$ cat src/rtl/core/hse_pkg.sv
// ----------------------------------------------------------------------------
// hse_pkg: shared definitions for the heap sort engine
// Element width, chain depth and the control bundle that drives the cells.
// ----------------------------------------------------------------------------
package hse_pkg;

	// Number of cells in the chain, which is the largest batch that is kept.
	localparam int DEPTH = 64;

	// Width of one element.
	localparam int WORD_W = 32;

	typedef logic signed [WORD_W-1:0] word_t;

	// Control that the top level broadcasts to every cell in a cycle.
	typedef struct packed {
		logic insert;   // place the broadcast element into the sorted chain
		logic shift;    // move every element one cell toward the output
	} chain_ctrl_t;

endpackage

$ cat src/rtl/core/hse_cell.sv
// ----------------------------------------------------------------------------
// hse_cell: one storage cell of the sorting chain
// Holds one element and a valid bit, takes part in a parallel insertion, and
// passes its element toward the output end when the chain shifts.
// ----------------------------------------------------------------------------
module hse_cell (
	input  logic                clk,
	input  logic                arst_n,
	input  hse_pkg::chain_ctrl_t ctrl,
	input  hse_pkg::word_t      new_value,
	input  hse_pkg::word_t      left_value,
	input  logic                left_valid,
	input  logic                left_lt,
	input  hse_pkg::word_t      right_value,
	input  logic                right_valid,
	output hse_pkg::word_t      cell_value,
	output logic                cell_valid,
	output logic                cell_lt
);

	hse_pkg::word_t value_q;
	logic           valid_q;

	// An empty cell counts as larger than any element, so the valid cells
	// always form a sorted prefix of the chain.
	assign cell_lt    = !valid_q || (new_value < value_q);
	assign cell_value = value_q;
	assign cell_valid = valid_q;

	always_ff @(posedge clk or negedge arst_n) begin
		if (!arst_n) begin
			valid_q <= 1'b0;
		end else if (ctrl.shift) begin
			valid_q <= right_valid;
		end else if (ctrl.insert && cell_lt) begin
			valid_q <= left_lt ? left_valid : 1'b1;
		end
	end

	always_ff @(posedge clk) begin
		if (ctrl.shift) begin
			value_q <= right_value;
		end else if (ctrl.insert && cell_lt) begin
			value_q <= left_lt ? left_value : new_value;
		end
	end

endmodule

$ cat config.mk
export PLATFORM = sky130hd
export DESIGN_NAME = hse_cell
export DESIGN_NICKNAME = d
export VERILOG_FILES = /design/src/rtl/core/hse_pkg.sv /design/src/rtl/core/hse_cell.sv
export SDC_FILE = /design/constraint.sdc
export NUM_CORES = 1
export LEC_CHECK = 0
export BUFFER_PORTS_ARGS = -buffer_cell sky130_fd_sc_hd__buf_2
export CAP_MARGIN = 20
export CORE_ASPECT_RATIO = 0.6
export CORE_MARGIN = 4
export CORE_UTILIZATION = 40
export CTS_BUF_LIST = sky130_fd_sc_hd__clkbuf_8
export DETAILED_ROUTE_END_ITERATION = 8
export GPL_TIMING_DRIVEN = 0
export PLACE_DENSITY = 0.71
export SLEW_MARGIN = 20
export SYNTH_ARGS = -nofsm -noshare
export SYNTH_HDL_FRONTEND = slang
export SYNTH_SLANG_ARGS = --single-unit
$ cat constraint.sdc
create_clock -name clk -period 5.9 [get_ports clk]
set_clock_uncertainty 0.05 [all_clocks]
set_input_delay 0.59 -clock clk [delete_from_list [all_inputs] [get_ports clk]]
set_output_delay 0.59 -clock clk [all_outputs]
set_load 0.01 [all_outputs]
==> results of run 1 <==
## metal layers
| layer | vias to the layer above | routed length (um) | global-route usage, % |
|---|---|---|---|
| li1 | 1237 | - | - |
| met1 | 1102 | 3420 | 26.1 |
| met2 | 94 | 3200 | 30.8 |
| met3 | 2 | 681 | 4.84 |
| met4 | 0 | 12 | 1.80 |
| met5 | - | 0 | 0 |
## stage by stage
step	std cells	TNS, ns	hold WS, ns
3_3_place_gp	478	-0.602	0.317
3_5_place_dp	481	0	0.322
4_1_cts	489	0	0.0202
2_1_floorplan	263	0	0.244
6_report	489	0	0.0303
5_1_grt	489	0	0.0175
## synthesized netlist by cell type (all sizes together), types with 3 or more instances
library cell	count	area share, %
nand4	6	1.5
buf	3	0.60
mux2i	32	13
nor2	4	0.60
a21oi	13	2.6
nand2	42	6.3
clkbuf	8	1.2
o21ai	36	7.2
ha	31	16
edfxtp	32	38
inv	32	4.8
## registers in the layout (all words and copies together), names as in the netlist
signal and flops:
cell_valid 1, cell_value 32
## power groups by stage
stage	Combinational, mW	Clock (mW)	Sequential (mW)
6_report	0.274	0.159	0.325
3_3_place_gp	0.261	0	0.332
4_1_cts	0.277	0.165	0.325
5_1_grt	0.313	0.172	0.330
2_1_floorplan	0.135	0	0.348
3_5_place_dp	0.275	0	0.330
## cell families after synthesis
family | synth area share [%]
compound gates | 14.0
mux | 13.3
buf+inv | 6.61
fa+ha+maj | 15.5
simple gates | 11.2
flops | 39.5
## how the worst max path moves through the flow
stage,slack (ns),cells after the start,from,to
after floorplan,1.45,7,new_value[2],cell_value[0]
after global placement,-0.02,8,new_value[2],cell_value[4]
after detailed placement,2.50,10,new_value[2],cell_value[7]
after CTS,2.77,10,new_value[2],cell_value[7]
after global routing,2.52,10,cell_value[31],cell_value[6]
final,2.79,10,new_value[2],cell_value[7]
## cell usage in the layout, fill, tap and decap left out, types with 2 or more instances in the layout
| cell | count |
|---|---|
| nor2_1 | 4 |
| buf_2 | 138 |
| ha_1 | 31 |
| mux2i_1 | 32 |
| inv_1 | 35 |
| clkbuf_1 | 8 |
| buf_4 | 2 |
| a21oi_1 | 13 |
| nand2b_1 | 2 |
| edfxtp_1 | 32 |
| nand2_1 | 42 |
| nand4_1 | 6 |
| o21ai_0 | 35 |
| clkbuf_8 | 5 |
| nand3_1 | 2 |
## area by class of cell
cell class	count	area, um2	share of cell area [%]
Buffer	11	45.0	1.33
Clock buffer	5	68.8	2.03
Clock inverter	3	11.3	0.333
Inverter	32	120	3.55
Multi-Input combinational cell	187	1350	39.9
Sequential cell	33	986	29.1
Tap cell	80	100	2.96
Timing Repair Buffer	138	702	20.7
==> impl_metrics.env, run 1 <==
export IMPL_outcome="finished clean"
export IMPL_report_final_slew_viol_count=0
export IMPL_holdBufCountCts=0
export IMPL_dp_hpwl_mm=6.12
export IMPL_grt_pass1_vias=2426
export IMPL_power_internal_uw=505
export IMPL_worst_slack_ns=2.79
export IMPL_seqPwrFrac_pct=42.9
export IMPL_cts_clk_slew_worst_paths_ns=0.07
export IMPL_cp_num_buf_inv=3
export IMPL_synth_seq_cells=33
export IMPL_ys_seq_area_share_pct=39.5
export IMPL_areaGrowthSynthToFinish_pct=35.5
export IMPL_grt_pass1_wl_mm=11.5
export IMPL_dieHeight_um=69.2
export IMPL_comb_power_share_pct=36.2
export IMPL_ioPinCount=137
export IMPL_die_x_um=110
export IMPL_cts_tree="built"
export IMPL_peakVddDrop_mv=0.0910
export IMPL_synth_warnings=0
export IMPL_grt_total_usage_pct=18.9
export IMPL_fmax_mhz=322
export IMPL_p_sw_share_pct=33.3
export IMPL_r2r_cells=10
export IMPL_power_switching_uw=252
export IMPL_relSlewSlack_pct=48.3
export IMPL_root_buffer="clkbuf_8"
export IMPL_rsz0062_at_grt="no"
export IMPL_syn_nets=397
export IMPL_clk_latency_ns=0.27
export IMPL_avgSynthCellArea_um2=9.50
export IMPL_num_rows=21
export IMPL_arrival_ns=3.04
export IMPL_critPathMaxFanout=10
export IMPL_r2r_start="cell_value[31]"
export IMPL_placed_area_um2=3310
export IMPL_cts_setup_buffers=0
export IMPL_core_area_um2=5810
export IMPL_async_reset_ff_share_pct=3.03
export IMPL_antennaDiodeCount=0
export IMPL_synthCells=263
export IMPL_grt_max_degree=11
export IMPL_worstSetupEndpointType="flop"
export IMPL_cts_sinks=33
export IMPL_drt_pass1_iterations=4
export IMPL_worst_pin_slew_ns=0.771
export IMPL_finalCritPeriodShare_pct=52.6
export IMPL_critPathKind="in -> reg"
export IMPL_io_buffers=135
export IMPL_max_stage_delay_ns=0.63
export IMPL_viasPerCell=4.98
export IMPL_cellPowerDensity_nw_per_um2=224
export IMPL_grt_antenna_before_repair=0
export IMPL_post_cts_resized=0
export IMPL_place_ws_ns=2.50
export IMPL_cts_inserted_buffers=5
export IMPL_fin_area_um2=3390
export IMPL_die_area_um2=7620
export IMPL_ys_types=33
export IMPL_drive_gt1_share_pct=36.4
export IMPL_postRouteAntennaNets=0
export IMPL_n_fill_cell=542
export IMPL_worstReg2RegEnd="cell_value[7]"
export IMPL_routabilityCongestion=0.792
export IMPL_finalWirelength_mm=7.31
export IMPL_clock_power_share_pct=20.9
export IMPL_cts_max_path_buffers=2
export IMPL_synth_edf_count=32
export IMPL_drc=0
export IMPL_floorplan_initialDensity_pct=43.0
export IMPL_reg2reg_setup_slack_ns=2.84
export IMPL_wl_per_cell_um=14.9
export IMPL_ys_flop_type="edfxtp_1"
export IMPL_dr_total_vias=2435
export IMPL_max_cap_viol_count=0
export IMPL_cp_start_kind="primary input"
export IMPL_nets=542
export IMPL_cp_top_family="simple AND/OR/NAND/NOR gates"
export IMPL_finish_utilization_pct=58.3
export IMPL_crit_slowest_cell="nor3_2"
export IMPL_critPathRequiredTime_ns=5.84
export IMPL_grt_overflow=0
export IMPL_power_uw=758
export IMPL_period_needed_ns=3.11
export IMPL_p_leak_nw=1.78
export IMPL_finalSetupViolations=0
export IMPL_cp_cell_sequence="buf_2 > ha_1 > a211o_1 > a31oi_1 > o311a_1 > o41ai_2 > and3_1 > nor3_2 > buf_6 > buf_4"
export IMPL_hold_viol_final=0
export IMPL_hp_class="in -> async"
export IMPL_netlist_area_um2=2500
export IMPL_first_iter_violations=121
export IMPL_cts_htree_levels=2
Note: power is estimated with default switching activity, not from simulation.
==> run 2: changes to the inputs <==
==> constraint.sdc (replaced) <==
create_clock -name clk -period 3.2 [get_ports clk]
set_clock_uncertainty 0.05 [all_clocks]
set_input_delay 0.32 -clock clk [delete_from_list [all_inputs] [get_ports clk]]
set_output_delay 0.32 -clock clk [all_outputs]
set_load 0.01 [all_outputs]
==> impl_metrics.env, run 2 (same netlist as run 1, synthesis figures left out) <==
export IMPL_grt_total_usage_pct=19.1
export IMPL_root_buffer="clkbuf_8"
export IMPL_path_depth=9
export IMPL_postRouteAntennaNets=0
export IMPL_finalSetupViolations=0
export IMPL_grt_overflow=0
export IMPL_cts_htree_levels=2
export IMPL_largest_reg_flops=32
export IMPL_cts_clk_slew_worst_paths_ns=0.07
export IMPL_power_mw=1.40
export IMPL_fin_setup_tns_ns=0
export IMPL_clk_latency_ns=0.28
export IMPL_layout_cells_non_filler=488
export IMPL_routabilityCongestion=0.763
export IMPL_first_iter_violations=101
export IMPL_drc=0
export IMPL_p_leak_nw=1.78
export IMPL_worstReg2RegEnd="cell_value[22]"
export IMPL_dr_total_vias=2411
export IMPL_grt_antenna_before_repair=0
export IMPL_n_fill_cell=558
export IMPL_seqPwrFrac_pct=42.8
export IMPL_period_needed_ns=2.96
export IMPL_crit_slowest_cell="nor4b_1"
export IMPL_dp_hpwl_mm=6.08
export IMPL_worstSetupEndpointType="flop"
export IMPL_critPathRequiredTime_ns=3.19
export IMPL_critPathKind="reg -> reg"
export IMPL_grt_max_degree=13
export IMPL_finalWirelength_mm=7.31
export IMPL_io_buffers=135
export IMPL_cts_tree="built"
export IMPL_cts_max_path_buffers=2
export IMPL_fmax_mhz=338
export IMPL_comb_power_share_pct=36.6
export IMPL_relSlewSlack_pct=48.9
export IMPL_max_stage_delay_ns=0.72
export IMPL_outcome="finished clean"
export IMPL_r2r_cells=9
export IMPL_areaGrowthSynthToFinish_pct=36.2
export IMPL_drt_pass1_iterations=4
export IMPL_dieHeight_um=69.2
export IMPL_die_area_um2=7620
export IMPL_floorplan_initialDensity_pct=43.0
export IMPL_finalCritPeriodShare_pct=92.6
export IMPL_dp_cells=480
export IMPL_core_area_um2=5810
export IMPL_power_internal_uw=934
export IMPL_cp_num_buf_inv=2
export IMPL_grt_pass1_wl_mm=11.5
export IMPL_critPathCapture="cell_value[22]"
export IMPL_arrival_ns=2.95
export IMPL_post_cts_resized=0
export IMPL_cp_cell_sequence="inv_1 > ha_1 > nand4_1 > nor2_1 > a221oi_2 > o211ai_1 > nor4b_1 > nor3_4 > buf_8"
export IMPL_r2r_start="cell_value[31]"
export IMPL_die_x_um=110
export IMPL_critPathMaxFanout=12
export IMPL_rsz0062_at_grt="no"
export IMPL_worst_slack_ns=0.238
export IMPL_max_cap_viol_count=0
export IMPL_p_sw_share_pct=33.2
export IMPL_report_final_slew_viol_count=0
export IMPL_cts_sinks=33
export IMPL_cts_setup_buffers=0
export IMPL_cp_top_family="simple AND/OR/NAND/NOR gates"
export IMPL_drive_gt1_share_pct=36.3
export IMPL_viasPerCell=4.94
export IMPL_hold_viol_final=0
export IMPL_place_ws_ns=0.251
export IMPL_power_switching_uw=464
export IMPL_final_cell_mix="buf_2 (138), nand2_1 (42), o21ai_0 (35)"
export IMPL_cp_start_kind="flop"
export IMPL_clock_power_share_pct=20.6
export IMPL_nets=542
export IMPL_hp_class="in -> reg"
export IMPL_num_rows=21
export IMPL_ioPinCount=137
export IMPL_grt_pass1_vias=2378
export IMPL_antennaDiodeCount=0
export IMPL_peakVddDrop_mv=0.168
export IMPL_final_common_cell="buf_2"
export IMPL_cellPowerDensity_nw_per_um2=411
export IMPL_wl_per_cell_um=15.0
export IMPL_crit_path_start="cell_value[31]"
export IMPL_cts_inserted_buffers=5
export IMPL_worst_pin_slew_ns=0.756
export IMPL_reg2reg_setup_slack_ns=0.24
[run 2: metal layers]
metal  GRT usage [%]  wire length (um)
met5               0                 0
met3            5.58               776
met2            30.8              3180
met1            25.5              3290
met4            3.32                53
[run 2: worst register-to-register path, cell delays in order (launching register included)]
cell and delay, ns:
edfxtp_1 0.35, inv_1 0.05, ha_1 0.36, nand4_1 0.23, nor2_1 0.09, a221oi_2 0.22
o211ai_1 0.20, nor4b_1 0.72, nor3_4 0.24, buf_8 0.22
[run 2: timing repair]
item	CTS	global route
endpoints found under the hold margin	1	0
endpoints found under the setup margin	0	0
hold buffers	1	0
[run 2: through the flow]
step,util (%),hold slack (ns),instance area [um2]
finish,58.6,0.267,3400
floorplan,-,-0.0256,2510
global placement,56.6,0.0543,3290
CTS,58.6,0.260,3400
global route,58.6,0.269,3400
detailed placement,57.1,0.0555,3320
[run 2: final cells by class]
class                      count  area (um2)  share of cell area, %
clock inverter                 2        7.51                  0.221
tap                           80         100                   2.94
inverter                      32         120                   3.53
clock buffer                   5        68.8                   2.02
buffer                        11        45.0                   1.32
multi-input combinational    187        1360                   39.9
sequential                    33         986                   29.0
timing repair buffer         138         716                   21.0
[run 2: worst min-delay path by stage]
stage	to	from	slack, ns	cells past startpoint
global route	cell_value[14]	right_value[14]	0.27	3
CTS	cell_value[5]	right_value[5]	0.26	3
detailed placement	cell_valid	arst_n	0.06	1
finish	cell_value[7]	right_value[7]	0.27	3
global placement	cell_valid	arst_n	0.05	1
floorplan	cell_valid	arst_n	-0.03	0
[run 2: power by group through the flow]
stage          clock network, mW  logic, mW  registers, mW
2_1_floorplan                  0      0.252          0.638
3_3_place_gp                   0      0.483          0.606
3_5_place_dp                   0      0.513          0.608
4_1_cts                    0.299      0.517          0.599
5_1_grt                    0.314      0.579          0.608
6_report                   0.288      0.512          0.598
